**src/hdl/cpcr_pkg.sv**
```systemverilog
// ----------------------------------------------------------------------------
// cpcr_pkg
// Widths, item type and saturation helper for the disc collision block.
// ----------------------------------------------------------------------------
package cpcr_pkg;

   localparam int POS_W       = 24;
   localparam int RAD_W       = 16;
   localparam int DIF_W       = 25;
   localparam int RSUM_W      = 17;
   localparam int D2_W        = 34;
   localparam int ROOT_W      = 17;
   localparam int QUO_W       = 25;
   localparam int SQ_STEPS    = 17;
   localparam int DIV_STEPS   = 25;
   localparam int NORM_BITS   = 24;
   localparam int IN_TDATA_W  = 224;
   localparam int OUT_TDATA_W = 192;
   localparam int CPCR_FIFO_DEPTH = 4;

   // one pair as it travels from the front end to the back end
   typedef struct packed {
      logic [POS_W-1:0]  p1x, p1y, p2x, p2y;
      logic [POS_W-1:0]  v1x, v1y, v2x, v2y;
      logic [DIF_W-1:0]  rvx, rvy;      // relative velocity v1 - v2
      logic [RSUM_W-1:0] rsum;
      logic [RSUM_W-1:0] adx, ady;      // |d|, valid when hit
      logic              sx, sy;        // sign of d
      logic              hit;
      logic [D2_W-1:0]   d2;
   } cpcr_item_type;

   // clamp a 29-bit two's complement value to 24 bits
   function automatic logic [POS_W-1:0] sat24(input logic [28:0] v);
      logic [POS_W-1:0] r;
      if (!v[28] && (v[27:23] != 5'h00)) begin
         r = 24'h7FFFFF;
      end else if (v[28] && (v[27:23] != 5'h1F)) begin
         r = 24'h800000;
      end else begin
         r = v[23:0];
      end
      return r;
   endfunction

endpackage

```
**src/hdl/cpcr_front.sv**
```systemverilog
// ----------------------------------------------------------------------------
// cpcr_front
// Accepts pairs, forms the centre offset and classifies contact.
// ----------------------------------------------------------------------------
module cpcr_front
   import cpcr_pkg::*;
(
   input  logic                  clock,
   input  logic                  reset,
   input  logic                  req_tvalid,
   output logic                  req_tready,
   input  logic [IN_TDATA_W-1:0] req_tdata,
   output logic                  push_valid,
   input  logic                  push_ready,
   output cpcr_item_type         push_item
);

   logic          adv;
   logic          a_valid_ff, b_valid_ff, c_valid_ff;
   cpcr_item_type a_item_ff, b_item_ff, c_item_ff;
   cpcr_item_type a_item_in, b_item_in, c_item_in;
   logic [DIF_W-1:0] a_dx_ff, a_dy_ff;
   logic [2*DIF_W-1:0] b_dx2_ff, b_dy2_ff;
   logic [D2_W-1:0] b_r2_ff;
   logic [DIF_W-1:0] adx_w, ady_w;
   logic [2*DIF_W:0] d2_w;

   assign adv        = !c_valid_ff || push_ready;
   assign req_tready = adv;
   assign push_valid = c_valid_ff;
   assign push_item  = c_item_ff;

   assign adx_w = a_dx_ff[DIF_W-1] ? (~a_dx_ff + 25'd1) : a_dx_ff;
   assign ady_w = a_dy_ff[DIF_W-1] ? (~a_dy_ff + 25'd1) : a_dy_ff;
   assign d2_w  = {1'b0, b_dx2_ff} + {1'b0, b_dy2_ff};

   always_comb begin
      // stage a: unpack, radius sum
      a_item_in      = '0;
      a_item_in.p1x  = req_tdata[23:0];
      a_item_in.p1y  = req_tdata[47:24];
      a_item_in.p2x  = req_tdata[71:48];
      a_item_in.p2y  = req_tdata[95:72];
      a_item_in.v1x  = req_tdata[119:96];
      a_item_in.v1y  = req_tdata[143:120];
      a_item_in.v2x  = req_tdata[167:144];
      a_item_in.v2y  = req_tdata[191:168];
      a_item_in.rsum = {1'b0, req_tdata[207:192]} + {1'b0, req_tdata[223:208]};
      // stage b: relative velocity, offset magnitude and sign
      b_item_in      = a_item_ff;
      b_item_in.rvx  = {a_item_ff.v1x[23], a_item_ff.v1x}
                     - {a_item_ff.v2x[23], a_item_ff.v2x};
      b_item_in.rvy  = {a_item_ff.v1y[23], a_item_ff.v1y}
                     - {a_item_ff.v2y[23], a_item_ff.v2y};
      b_item_in.adx  = adx_w[RSUM_W-1:0];
      b_item_in.ady  = ady_w[RSUM_W-1:0];
      b_item_in.sx   = a_dx_ff[DIF_W-1];
      b_item_in.sy   = a_dy_ff[DIF_W-1];
      // stage c: contact test
      c_item_in      = b_item_ff;
      c_item_in.hit  = (d2_w != '0) && (d2_w < {17'd0, b_r2_ff});
      c_item_in.d2   = d2_w[D2_W-1:0];
   end

   always_ff @(posedge clock) begin
      if (reset) begin
         a_valid_ff <= 1'b0;
         b_valid_ff <= 1'b0;
         c_valid_ff <= 1'b0;
      end else if (adv) begin
         a_valid_ff <= req_tvalid;
         b_valid_ff <= a_valid_ff;
         c_valid_ff <= b_valid_ff;
      end
   end

   always_ff @(posedge clock) begin
      if (adv) begin
         a_item_ff <= a_item_in;
         a_dx_ff   <= {req_tdata[23], req_tdata[23:0]} - {req_tdata[71], req_tdata[71:48]};
         a_dy_ff   <= {req_tdata[47], req_tdata[47:24]} - {req_tdata[95], req_tdata[95:72]};
         b_item_ff <= b_item_in;
         b_dx2_ff  <= adx_w * adx_w;
         b_dy2_ff  <= ady_w * ady_w;
         b_r2_ff   <= a_item_ff.rsum * a_item_ff.rsum;
         c_item_ff <= c_item_in;
      end
   end

endmodule

```
**config.mk**
```make
export PLATFORM = sky130hd
export DESIGN_NAME = cpcr_front
export DESIGN_NICKNAME = d
export VERILOG_FILES = /design/src/hdl/cpcr_pkg.sv /design/src/hdl/cpcr_front.sv
export SDC_FILE = /design/constraint.sdc
export NUM_CORES = 2
export LEC_CHECK = 0
export ABC_CLOCK_PERIOD_IN_PS = 49000
export BUFFER_PORTS_ARGS = -buffer_cell sky130_fd_sc_hd__clkbuf_2
export CORE_UTILIZATION = 61
export DETAILED_ROUTE_END_ITERATION = 7
export GPL_TIMING_DRIVEN = 0
export PLACE_DENSITY = 0.83
export SETUP_SLACK_MARGIN = 0.15
export SLEW_MARGIN = 20
export SYNTH_ARGS = -nofsm -noshare
export SYNTH_HDL_FRONTEND = slang
export SYNTH_SLANG_ARGS = --single-unit
```
**constraint.sdc**
```tcl
create_clock -name clock -period 49 [get_ports clock]
set_input_delay 9.8 -clock clock [delete_from_list [all_inputs] [get_ports clock]]
set_output_delay 9.8 -clock clock [all_outputs]
set_load 0.01 [all_outputs]
```
After elaboration in Yosys (flattened, before gate mapping) --
Index checks and enable logic that the tools add are counted.
Word-level totals: bits in read-only memories 0, bits of input ports 228, output and inout port bits 332, memory bits (writable) 0, latch bits 0, register bits after elaboration 1021, memories 0
Operators by class: shifts and indexed selects 0, equal/unequal tests 0, bitwise gates (word level) 2, reductions and logical operators 4, muxes and demuxes 2, add/subtract/negate cells 8, order comparisons 1, divide/modulo/power cells 0, multiply operators 3
Operator list (count):
- multiplier 25 x 25 -> 50 bit | 2
- subtractor 24 x 24 -> 25 bit | 4
- adder 50 x 50 -> 51 bit | 1
- < comparator 51 x 34 -> 1 bit | 1
- nonzero test 51 bit | 1
- adder 25 x 1 -> 25 bit (second input constant) | 2
- 2-to-1 mux 25 bit | 2
- NOT 25 bit | 2
- multiplier 17 x 17 -> 34 bit | 1
- adder 16 x 16 -> 17 bit | 1
- logical AND 1 bit | 1
- zero test 1 bit | 1
- logical OR 1 bit | 1

Longest topological paths before layout --
word-level depth 4, mapped depth 40, gate-level depth less buffers 38

Worst setup path after synthesis --
No wires, ideal clock.
path kind input to output, from input port push_ready, to output port req_tready, arrival 34011 ps, stages on the path 1, required time 39200 ps, setup slack 5189 ps, cell sequence nand2b_1
Between the ends: word-level cells in the longest chain between the ends 1
RTL lines:
- from (decl) | line cpcr_front.sv:14 | input logic push_ready,
- logical OR 1 bit | line cpcr_front.sv:28 | assign adv = !c_valid_ff || push_ready;
- to (decl) | line cpcr_front.sv:11 | output logic req_tready,
Every way passes these cells.

Worst setup path after layout --
Ends and elaborated chain as after synthesis.

==> flow_summary.json <==
{
  "io_buffers": 559,
  "cap_violations": 0,
  "die-area_um2": 136000,
  "worstSkewPairLatency_ns": 0.76,
  "clockBufferDepth": 3,
  "drive_above_1_share_pct": 9.855,
  "cts_tree": "done",
  "row_count": 134,
  "r2r-start": "a_dy_ff[0]$_DFFE_PP_",
  "fin_area_um2": 91110,
  "syn2layout_area_growth_pct": 11.06,
  "crit_path_max_fanout": 58,
  "grt_pass1_vias": 57320,
  "rsz0062_at_grt": "false",
  "worst_ep_required_time_ns": 39.20,
  "min_to": "b_item_ff[316]$_DFFE_PP_",
  "cts_root_buf": "clkbuf_16",
  "min_from": "a_item_ff[316]$_DFFE_PP_",
  "routabilityCongestion": 1.026,
  "crit_type": "input pin to output port",
  "min_period_over_period_pct": 44.98,
  "syn-instance-count": 7120,
  "outcome": "completed",
  "hold_path.class": "flip-flop to flip-flop",
  "totalWireLength_um": 198200,
  "dpl_cell_area_um2": 87800,
  "start_kind": "input pin",
  "fillers": 9576,
  "path_clk_slew_ns": 0.06,
  "gr-total-overflow": 0,
  "ys_async_sr_fraction_pct": 0,
  "slew_headroom_pct": 15.12,
  "reg2regPathDepth": 36,
  "ant_nets": 0,
  "holdPathStages": 0,
  "cts_buffers": 102,
  "drt_iter0_drc": 4543,
  "regArea_um2": 30450,
  "yosys_warnings": 0,
  "pre_cts_slack_ns": 26.93,
  "r2r_end": "b_dy2_ff[49]$_DFFE_PP_",
  "vias": 54089,
  "hold_violations": 0,
  "hold_buffers": 0,
  "synth-edff-count": 1012,
  "postCtsResizedCells": 0,
  "crit_path_end_kind": "output port",
  "antenna_found_initial": 7,
  "avgSynthCellArea_um2": 11.52,
  "clock-sinks": 1015,
  "post_cts_buffers": 0,
  "drcViolationCount": 0,
  "ios": 560,
  "synth_cell_type_count": 86,
  "grt_pass1_wl_um": 308600,
  "layout_common_cells": "inv_1 (1759), fa_1 (1131), edfxtp_1 (1012)",
  "grt_max_degree": 65,
  "worstMarginPinSlew_ns": 1.264,
  "drv_slew": 0,
  "fmaxAchievable_ghz": 0.04537,
  "nNetsFinal": 9854,
  "start_util_pct": 61.47,
  "syn_area_um2": 82040,
  "finalClockSkew_ns": 0.07184,
  "die_w_um": 368.7,
  "design.core.area_um2": 133500,
  "wl_per_cell_um": 20.45,
  "arrival_ns": 12.24,
  "die_y_um": 368.7,
  "htreeDepth": 3,
  "synth_top_flop_cell": "edfxtp_1",
  "synth-seq-area-share_pct": 37.12,
  "holdWs_ns": 0.4022,
  "grt.total_usage_pct": 29.75,
  "drt-pass1-iter-count": 8,
  "multiInputGateArea_um2": 44710,
  "ys_ff_latch": 1015,
  "fin_crit_ns": 22.04,
  "dp_hpwl_um": 156700,
  "final_common_cell": "inv_1",
  "vias_per_cell": 5.583,
  "r2r_setup_slack_ns": 36.19,
  "setup_viol": 0,
  "fin_ws_ns": 26.96
}
## per-stage QoR
stage          std cells  setup TNS (ns)  utilization (%)
2_1_floorplan       7154               0                -
3_3_place_gp        9481          -5.952            65.32
3_5_place_dp        9502               0            65.79
4_1_cts             9683               0            68.23
5_1_grt             9688               0            68.27
6_report            9689               0            68.27
## sequential cells by signal, summed over array words and instances, names as in the netlist
register,count
push_item,330
b_valid_ff,1
a_item_ff,209
push_valid,1
b_dy2_ff,48
a_dy_ff,25
a_valid_ff,1
b_r2_ff,32
a_dx_ff,25
b_dx2_ff,48
b_item_ff,295
## final cells by class
type,count,area share (%)
multi-input combinational,4237,49.08
sequential,1015,33.42
inverter,1776,7.317
timing repair buffer,580,3.621
clock buffer,121,2.880
tap,1768,2.428
clock inverter,60,0.7059
buffer,126,0.5342
antenna,6,0.01648
## how the worst max path moves through the flow
stage	slack (ns)	cells after the start	end	from
after floorplan	5.19	1	req_tready	push_ready
after global placement	-5.95	3	req_tready	push_ready
after detailed placement	26.93	8	req_tready	push_ready
after CTS	26.94	8	req_tready	push_ready
after global routing	26.80	8	req_tready	push_ready
final	26.96	8	req_tready	push_ready
## kinds of logic after synthesis
logic type	after synthesis	share of synthesized area, %
flip-flops	1015	37.12
adder cells (fa/ha/maj)	1788	37.62
AND/OR/NAND/NOR	1374	7.476
XOR/XNOR	298	3.181
buffers and inverters	1902	8.719
AO/OA/AOI/OAI	731	5.753
other	2	0.009154
multiplexers	10	0.1266
## synthesized netlist by cell type (all sizes together), types with 13 or more instances
library cell  number  area [um^2]
nand3             52        260.3
a21o             121        908.4
inv             1763         6618
or3               23        148.9
xor2              96        840.8
clkinv            13        48.80
o21a              34        255.2
nor2             426         1599
nand2b            46        287.8
fa              1131        22640
edfxtp          1012        30390
clkbuf           117        439.2
and2              71        444.2
o31ai             18        135.1
o21bai            20        150.1
nor2b             54        337.8
xnor2            202         1769
a21boi            21        157.7
a211oi            32        245.2
nand2            539         2023
a21oi            215         1080
and3              23        143.9
nor3              54        270.3
o21ai            145        725.7
or2               13        81.33
nand4             26        162.7
ha               657         8220
a31oi             24        150.1
## metal layers
metal / vias up / routed length (um) / GRT usage [%] / share of wire [%]
met1: 26978 / 73360 / 37.24 / 37
li1: 24048 / - / - / -
met2: 2485 / 96770 / 49.75 / 49
met3: 572 / 18350 / 6.318 / 9.3
met5: - / 37 / 0 / 0.019
met4: 6 / 9644 / 13.64 / 4.9
## critical path, stage by stage
cell	delay, ns
clkbuf_2	0.07
nand2b_4	0.47
buf_16	0.32
buf_16	0.32
buf_16	0.30
buf_12	0.29
buf_12	0.30
clkbuf_2	0.19
Power is not shown: default switching activity piles up to over one toggle a cycle in this logic, so the estimate is an artifact.
