[src/hdl/cpcr_pkg.sv]
// ----------------------------------------------------------------------------
// cpcr_pkg
// Widths, item type and saturation helper for the disc collision block.
// ----------------------------------------------------------------------------
package cpcr_pkg;

   localparam int POS_W       = 24;
   localparam int RAD_W       = 16;
   localparam int DIF_W       = 25;
   localparam int RSUM_W      = 17;
   localparam int D2_W        = 34;
   localparam int ROOT_W      = 17;
   localparam int QUO_W       = 25;
   localparam int SQ_STEPS    = 17;
   localparam int DIV_STEPS   = 25;
   localparam int NORM_BITS   = 24;
   localparam int IN_TDATA_W  = 224;
   localparam int OUT_TDATA_W = 192;
   localparam int CPCR_FIFO_DEPTH = 4;

   // one pair as it travels from the front end to the back end
   typedef struct packed {
      logic [POS_W-1:0]  p1x, p1y, p2x, p2y;
      logic [POS_W-1:0]  v1x, v1y, v2x, v2y;
      logic [DIF_W-1:0]  rvx, rvy;      // relative velocity v1 - v2
      logic [RSUM_W-1:0] rsum;
      logic [RSUM_W-1:0] adx, ady;      // |d|, valid when hit
      logic              sx, sy;        // sign of d
      logic              hit;
      logic [D2_W-1:0]   d2;
   } cpcr_item_type;

   // clamp a 29-bit two's complement value to 24 bits
   function automatic logic [POS_W-1:0] sat24(input logic [28:0] v);
      logic [POS_W-1:0] r;
      if (!v[28] && (v[27:23] != 5'h00)) begin
         r = 24'h7FFFFF;
      end else if (v[28] && (v[27:23] != 5'h1F)) begin
         r = 24'h800000;
      end else begin
         r = v[23:0];
      end
      return r;
   endfunction

endpackage

[src/hdl/cpcr_fifo.sv]
// ----------------------------------------------------------------------------
// cpcr_fifo
// Short queue between the front end and the back end.
// ----------------------------------------------------------------------------
module cpcr_fifo
   import cpcr_pkg::*;
#(
   parameter int DEPTH = CPCR_FIFO_DEPTH
)
(
   input  logic          clock,
   input  logic          reset,
   input  logic          push_valid,
   output logic          push_ready,
   input  cpcr_item_type push_item,
   output logic          pop_valid,
   input  logic          pop_ready,
   output cpcr_item_type pop_item
);

   localparam int PTR_W = (DEPTH > 1) ? $clog2(DEPTH) : 1;
   localparam int CNT_W = $clog2(DEPTH + 1);

   cpcr_item_type    mem_ff [DEPTH];
   logic [PTR_W-1:0] wr_ptr_ff, rd_ptr_ff;
   logic [CNT_W-1:0] count_ff;
   logic             do_push, do_pop;

   assign push_ready = (count_ff != CNT_W'(DEPTH));
   assign pop_valid  = (count_ff != '0);
   assign pop_item   = mem_ff[rd_ptr_ff];
   assign do_push    = push_valid && push_ready;
   assign do_pop     = pop_valid && pop_ready;

   always_ff @(posedge clock) begin
      if (reset) begin
         wr_ptr_ff <= '0;
         rd_ptr_ff <= '0;
         count_ff  <= '0;
      end else begin
         if (do_push) begin
            wr_ptr_ff <= (wr_ptr_ff == PTR_W'(DEPTH - 1)) ? '0 : wr_ptr_ff + 1'b1;
         end
         if (do_pop) begin
            rd_ptr_ff <= (rd_ptr_ff == PTR_W'(DEPTH - 1)) ? '0 : rd_ptr_ff + 1'b1;
         end
         if (do_push && !do_pop) begin
            count_ff <= count_ff + 1'b1;
         end else if (do_pop && !do_push) begin
            count_ff <= count_ff - 1'b1;
         end
      end
   end

   always_ff @(posedge clock) begin
      if (do_push) begin
         mem_ff[wr_ptr_ff] <= push_item;
      end
   end

endmodule

[config.mk]
export PLATFORM = sky130hd
export DESIGN_NAME = cpcr_fifo
export DESIGN_NICKNAME = d
export VERILOG_FILES = /design/src/hdl/cpcr_pkg.sv /design/src/hdl/cpcr_fifo.sv
export SDC_FILE = /design/constraint.sdc
export NUM_CORES = 1
export LEC_CHECK = 0
export ABC_CLOCK_PERIOD_IN_PS = 19700
export BUFFER_PORTS_ARGS = -buffer_cell sky130_fd_sc_hd__buf_2
export CORE_MARGIN = 3
export CORE_UTILIZATION = 55
export CTS_CLUSTER_DIAMETER = 30
export DETAILED_ROUTE_END_ITERATION = 10
export GPL_TIMING_DRIVEN = 0
export PLACE_DENSITY = 0.77
export SYNTH_ARGS = -nofsm -noshare
export SYNTH_HDL_FRONTEND = slang
export SYNTH_SLANG_ARGS = --single-unit
[constraint.sdc]
create_clock -name clock -period 19.7 [get_ports clock]
set_clock_uncertainty 0.2 [all_clocks]
set_input_delay 2.955 -clock clock [delete_from_list [all_inputs] [get_ports clock]]
set_output_delay 2.955 -clock clock [all_outputs]
set_load 0.05 [all_outputs]
== Word level (Yosys, flattened, before mapping) ==
Memory sizes are Yosys's and may differ from the RTL's. A register that Yosys moved wholly into a read port is not among the register bits.
Index checks and enable logic that the tools add are counted.
Word-level totals
  logic and storage cells: 27
  output and inout bits: 332
  RAM bits: 1320
  memories kept: 1
  register bits: 7
  bits of input ports: 334
Memory list
  mem_ff: depth 4, width 330, read ports 1, clocked after memory_dff 1, wr ports 1, line cpcr_fifo.sv:24  | cpcr_item_type mem_ff [DEPTH];
Operators by class
  reduce and logical (&&, ||, !) cells: 8
  add/sub/neg operators: 4
  equality and inequality tests: 3
  mux-type cells: 8
Operators by type and width (number)
  $mux W2: 4
  $mux W3: 2
  $add A2 B1 Y2 const B: 2
  $eq A2 B2 Y1 const B: 2
  $logic_and A1 B1 Y1: 4
  $add A3 B1 Y3 const B: 1
  $ne A3 B3 Y1 const B: 1
  $reduce_bool A3 Y1: 1
  $sub A3 B1 Y3 const B: 1
  $logic_not A1 Y1: 2
  $mux W1: 2
  $reduce_bool A2 Y1: 1

== Longest topological paths before layout ==
Gate-level depths: netlist (run 1).
  depth after elaboration: 6
  depth in mapped cells: 9
  gate-level depth less buffers: 8

== Worst setup path before layout (run 1) ==
No wires, ideal clock.
  kind: input -> register
  start point: input port push_valid
  end point: memory mem_ff[2][0] (netlist name), enable pin
  arrival time: 10.503 ns
  library setup time: 0.737 ns
  slack: 8.259 ns
  data required time: 18.763 ns
  stages: 1
  path through: and3_1
On the way
  longest elaborated chain between the ends: 3
Ends and longest elaborated chain
  start, declared: line cpcr_fifo.sv:13  | input logic push_valid,
  $logic_and A1 B1 Y1: line cpcr_fifo.sv:32  | assign do_push = push_valid && push_ready;
  $mux W1: line cpcr_fifo.sv:56  | if (do_push) begin
  $mux W1 (implied by the code): line cpcr_fifo.sv:57  | mem_ff[wr_ptr_ff] <= push_item;
  end, declared: line cpcr_fifo.sv:24
Every way passes these cells.

==> run_results.csv, run 1 <==
group,metric,value,unit
sta,setup_viol,0,
floorplan,core,87020,um2
grt,grt_overflow,0,
critical_path,max_stage_delay,0.68,ns
cts,cts_setup_buffers,0,
floorplan,io_pins,666,
min_path,hold_class,"reg2reg",
cts,worstSkewPairLatency,0.78,ns
sta,hold_violations,0,
critical_path,end_kind,"output pin",
sta,finalCritPeriodShare,31.82,%
floorplan,die_w,302.7,um
grt,grt_max_degree,62,
min_path,whs_path_depth,2,
critical_path,reg2reg_from,"count_ff[0]",
critical_path,critical_path.max_fanout,10,
critical_path,r2r_cells,6,
floorplan,start_util,55.64,%
final_layout,utilization,70.01,%
floorplan,rows,108,
routing,routed_wl,118.7,mm
synthesis,ys_seq_area_share,82.24,%
sta,clock.fmax,159.5,MHz
cts,hold_buffers,0,
critical_path,path_cells,"buf_2 -> clkbuf_1 -> buf_2 -> mux4_2 -> buf_2",
sta,period_minus_slack,6.269,ns
sta,tightest_slew,0.8795,ns
final_layout,final_common_cell,"edfxtp_1",
min_path,hold_path_end,"wr_ptr_ff[1]",
power_and_ir_drop,p_leak,20.74,nW
grt,antenna_found_initial,60,
critical_path,required,16.55,ns
power_and_ir_drop,pwr_density_cell,156.2,nW/um2
synthesis,syn_area,48420,um2
critical_path,timing.rr.end,"mem_ff[0][103]",
critical_path,cpMostUsedCell,"buf_2",
critical_path,crit_buf_inv,4,
synthesis,syn_avg_cell_area,27.32,um2
placement,gp_congestion,0.7909,
floorplan,die-height,302.7,um
cts,htreeDepth,4,
job,max-cap-violations,0,
sta,max_slew_margin,41.37,%
final_layout,drive_gt1_share,50.09,%
grt,grt_pass1_vias,25790,
final_layout,final_cell_mix,"edfxtp_1, buf_2, mux4_2",
cts,clock-root-buffer,"clkbuf_16",
sta,slew_violations,0,
routing,via_per_inst,5.860,
routing,vias,23690,
run_status,outcome,"complete, no violations",
floorplan,dieArea,91630,um2
critical_path,slowest_stage,"clkbuf_1",
synthesis,yosysWarnings,0,
routing,drc,0,
routing,ant_nets,0,
synthesis,yosys_register_bits,1329,
critical_path,cp-start-kind,"register",
placement,portBuffers,664,
cts,clkTransAtPathRegs,0.05,ns
cts,cts_buffers,201,
synthesis,synth_cell_types,27,
final_layout,area.growth.synth_to_final,25.83,%
cts,cts_tree,"done",
critical_path,worstPathArrival,3.11,ns
min_path,hold_start,"wr_ptr_ff[1]",
sta,rsz0062_at_grt,"false",
final_layout,fin_nets,3004,
cts,cts_resized,0,
routing,dr.pass1.iters,5,
sta,finalSetupTns,0,ns
synthesis,postSynthNetCount,2113,
routing,drt_iter0_drc,2163,
critical_path,worst-setup-path-type,"reg2out",
power_and_ir_drop,peakVddDrop,0.1392,mV
cts,clock-sinks,1329,
critical_path,rrSetupSlack,16.66,ns
grt,grt_use_total,26.15,%
placement,hpwl,68.68,mm
synthesis,syn_inst,1772,
critical_path,path_delay_family,"buffers and inverters",
cts,cts.path.max_buffers,3,
routing,wl_per_cell,29.37,um
grt,grt_pass1_wl,172.1,mm
-- worst register-to-register path, stage by stage (launching register included) --
cell      delay (ns)
dfxtp_1         0.43
or3b_1          0.15
clkbuf_2        0.18
and3_4          0.50
buf_16          0.36
buf_16          0.37
buf_16          0.41
-- logic make-up (layout without fill, tap and decap cells) --
family,after synthesis,count (layout),synth area share (%)
compound gates,5,5,0.07235
xor+xnor,2,2,0.03618
fa+ha+maj,7,7,0.1964
buf+inv,79,1144,1.842
flops,1329,1329,82.24
mux,333,333,15.41
other cells,0,50,0
simple gates,17,17,0.2041
-- worst max path at each step --
stage / start / endpoint / slack (ns) / cells after the start
after floorplan: push_valid / mem_ff[2][0] / 8.26 / 1
after global placement: push_valid / mem_ff[1][106] / 2.78 / 2
after detailed placement: register / pop_item[198] / 14.12 / 5
after CTS: register / pop_item[198] / 13.28 / 5
after global routing: register / pop_item[196] / 13.26 / 5
final: register / pop_item[196] / 13.43 / 5
-- Yosys cell counts --
| cell | number | area, um2 |
|---|---|---|
| o21ai_0 | 1 | 5.000 |
| ha_1 | 6 | 75.07 |
| nand2_1 | 1 | 3.750 |
| clkbuf_1 | 7 | 26.28 |
| nand2b_1 | 2 | 12.51 |
| edfxtp_1 | 1320 | 39640 |
| xor2_1 | 2 | 17.52 |
| dfxtp_1 | 9 | 180.2 |
| buf_2 | 31 | 155.2 |
| or3_1 | 3 | 18.77 |
| o31ai_2 | 1 | 12.51 |
| buf_12 | 33 | 660.6 |
| a21oi_1 | 2 | 10.01 |
| nor3_1 | 1 | 5.000 |
| and2_4 | 1 | 8.760 |
| clkbuf_2 | 1 | 5.000 |
| and3_1 | 4 | 25.02 |
| nand3_1 | 1 | 5.000 |
| o31ai_1 | 1 | 7.510 |
| or3b_1 | 1 | 8.760 |
| inv_1 | 3 | 11.26 |
| buf_6 | 1 | 11.26 |
| fa_1 | 1 | 20.02 |
| mux2i_1 | 3 | 30.03 |
| buf_4 | 3 | 22.52 |
| mux4_2 | 330 | 7432 |
| nor2_1 | 3 | 11.26 |
-- flip-flops by register name (all words and copies together), names as in the netlist, named ones only --
name       flops
wr_ptr_ff      2
count_ff       3
rd_ptr_ff      2
mem_ff      1320
-- through the flow --
stage	instances	hold slack, ns	worst slack, ns	area, um2	power (mW)
after floorplan	1772	0.2634	8.259	48420	5.398
after global placement	3591	0.2990	2.782	53190	6.040
after detailed placement	3615	0.3362	14.12	53850	5.936
after CTS	3992	0.3429	13.28	60800	9.579
after global routing	4020	0.3684	13.26	60870	9.792
final	4042	0.3392	13.43	60920	9.517
-- cell type report --
type	instances	area [um2]
sequential	1329	39820
fill	4806	26100
multi-input combinational	364	7729
clock buffer	225	5226
timing repair buffer	688	3969
clock inverter	152	1720
tap	1155	1445
buffer	76	880.8
antenna	50	125.1
inverter	3	11.26
-- where the power goes --
part	switching, mW	leakage (nW)	internal [mW]
combinational	1.69	5.24	0.726
clock	1.32	3.33	2.27
sequential	0.0777	12.2	3.43
-- routing by layer --
layer / vias up / part of all wire, % / global-route usage, %
met3: 282 / 11 / 10.38
met1: 12350 / 33 / 29.26
li1: 9703 / - / -
met4: 36 / 4.0 / 12.07
met2: 1317 / 52 / 44.26
met5: - / 0.23 / 0
Note: power is estimated with default switching activity, not from simulation.
==> run 2, diff against run 1 <==
Settings changed: ABC_CLOCK_PERIOD_IN_PS 19700 to 6090.
Clock period 19.7 ns to 6.09 ns, I/O delays scaled along.
==> run 2 against run 1 <==
Combinational power grew to 3.2 times the previous value. Via count is 0.24% lower. Register-to-register slack worse by 14 ns. Wire length down 0.68%. Count of clock-buffer cells in the layout increased by 8. Power grew to 3.2 times the previous value. Utilization rose by 0.055 points. Sequential cell count stayed put. Sequential share of layout area shrank 0.051 points. Highest routed layer unchanged.
==> run_results.csv, run 2 (synthesized netlist as in run 1, its figures left out) <==
group,metric,value,unit
critical_path,worst-setup-path-type,"reg2out",
critical_path,end_kind,"output pin",
sta,max_slew_margin,17.98,%
power_and_ir_drop,switching_share,32.30,%
final_layout,fin_area,60970,um2
power_and_ir_drop,power.switching,9.982,mW
min_path,whs_path_depth,1,
final_layout,area.growth.synth_to_final,25.93,%
final_layout,top_regs,"mem_ff x1320, count_ff x3",
grt,grt_pass1_wl,170.7,mm
final_layout,final_cell_mix,"edfxtp_1, buf_2, mux4_2",
routing,drt_iter0_drc,2273,
placement,hpwl,68.25,mm
placement,placed_area,53870,um2
routing,routed_wl,117.9,mm
grt,grt_busiest_layer,"met2",
power_and_ir_drop,power_frac_clock,38.0,%
floorplan,die-height,302.7,um
grt,use_met3,9.653,%
sta,clock.fmax,236.4,MHz
cts,cts_buffers,207,
routing,drc,0,
sta,setup_slack,1.859,ns
routing,via_per_inst,5.869,
power_and_ir_drop,peakVddDrop,0.4089,mV
sta,finalSetupTns,0,ns
critical_path,worstPathArrival,3.12,ns
routing,wl_per_cell,29.29,um
cts,clkTransAtPathRegs,0.05,ns
routing,dr.pass1.iters,5,
floorplan,rows,108,
cts,cts_tree,"done",
final_layout,fillCellCount,4907,
grt,grt_use_total,25.84,%
routing,vias,23630,
sta,finalCritPeriodShare,69.47,%
floorplan,start_util,55.64,%
cts,worstSkewPairLatency,0.77,ns
final_layout,fin_nets,3010,
placement,portBuffers,664,
final_layout,largest_reg_flops,1320,
sta,hold_violations,0,
floorplan,die_w,302.7,um
cts,htreeDepth,4,
critical_path,r2r_cells,6,
final_layout,regMostFlops,"mem_ff",
critical_path,cp-start-kind,"register",
cts,clock-root-buffer,"clkbuf_16",
cts,cts_setup_buffers,0,
grt,grt_pass1_vias,25350,
critical_path,required,4.98,ns
grt,gr-usage-met2,43.75,%
sta,setup_viol,0,
grt,grt_max_degree,60,
power_and_ir_drop,power,30.90,mW
grt,grt_use_met1,30.19,%
cts,hold_buffers,0,
grt,grt_overflow,0,
grt,antenna_found_initial,43,
sta,slew_violations,0,
power_and_ir_drop,pwr_density_cell,506.8,nW/um2
critical_path,critical_path.max_fanout,10,
floorplan,dieArea,91630,um2
power_and_ir_drop,sequentialPowerShare,36.7,%
final_layout,final_common_cell,"edfxtp_1",
cts,clock-sinks,1329,
floorplan,io_pins,666,
min_path,hold_class,"in2reg",
cts,cts.path.max_buffers,3,
power_and_ir_drop,p_comb_share,25.2,%
power_and_ir_drop,p_leak,20.81,nW
placement,pre_cts_ws,2.552,ns
floorplan,core,87020,um2
run_status,outcome,"complete, no violations",
power_and_ir_drop,intPower,20.92,mW
placement,gp_congestion,0.7768,
cts,cts_resized,0,
final_layout,drive_gt1_share,50.00,%
routing,ant_nets,0,
sta,rsz0062_at_grt,"false",
job,max-cap-violations,0,
sta,tightest_slew,1.230,ns
sta,period_minus_slack,4.231,ns
run 2: cell types whose count changed in the layout (fill, tap and decap cells not counted), sizes merged:
cell	change
bufinv	+1
clkbuf	+8
clkinv	+14
clkinvlp	-6
diode	-21
inv	-12
run 2: metal layers:
metal,part of all wire (%),up-vias
met3,10,260
li1,-,9686
met1,34,12390
met5,0.29,-
met4,3.1,48
met2,52,1247
run 2: worst max-delay path: stages (launching register included):
cell and delay [ns]:
dfxtp_1 0.30, buf_2 0.20, clkbuf_1 0.72, buf_2 0.44, mux4_2 0.44, buf_2 0.25
run 2: area by class of cell:
cell class	count	area, um2	share of cell area, %
sequential	1329	39820	65.31
multi-input combinational	364	7729	12.68
clock buffer	233	5341	8.760
timing repair buffer	688	3984	6.534
clock inverter	149	1690	2.772
tap	1155	1445	2.370
buffer	76	880.8	1.445
antenna	29	72.57	0.1190
inverter	3	11.26	0.01847
run 2: power by group through the flow:
stage / clock network (mW) / registers (mW) / logic, mW
after floorplan: 0 / 11.6 / 5.71
after global placement: 0 / 11.7 / 7.49
after detailed placement: 0 / 11.5 / 7.73
after CTS: 11.9 / 11.4 / 7.87
after global routing: 12.3 / 11.4 / 8.10
final: 11.8 / 11.3 / 7.80
run 2: final timing paths:
path	start	endpoint	slack, ns
setup reg to reg	count_ff[0]	mem_ff[1][119]	2.88
hold / removal	push_item[265]	mem_ff[1][265]	0.14
setup / recovery	register	pop_item[22]	1.86
hold reg to reg	wr_ptr_ff[1]	wr_ptr_ff[1]	0.31
run 2: stage by stage:
step                instances  util (%)  hold WS, ns
finish                   4026     70.06       0.1425
global route             4009     70.02       0.1063
CTS                      3997     69.98      0.07587
detailed placement       3615     61.90       0.3057
global placement         3591     61.12       0.2867
floorplan                1772         -       0.2634
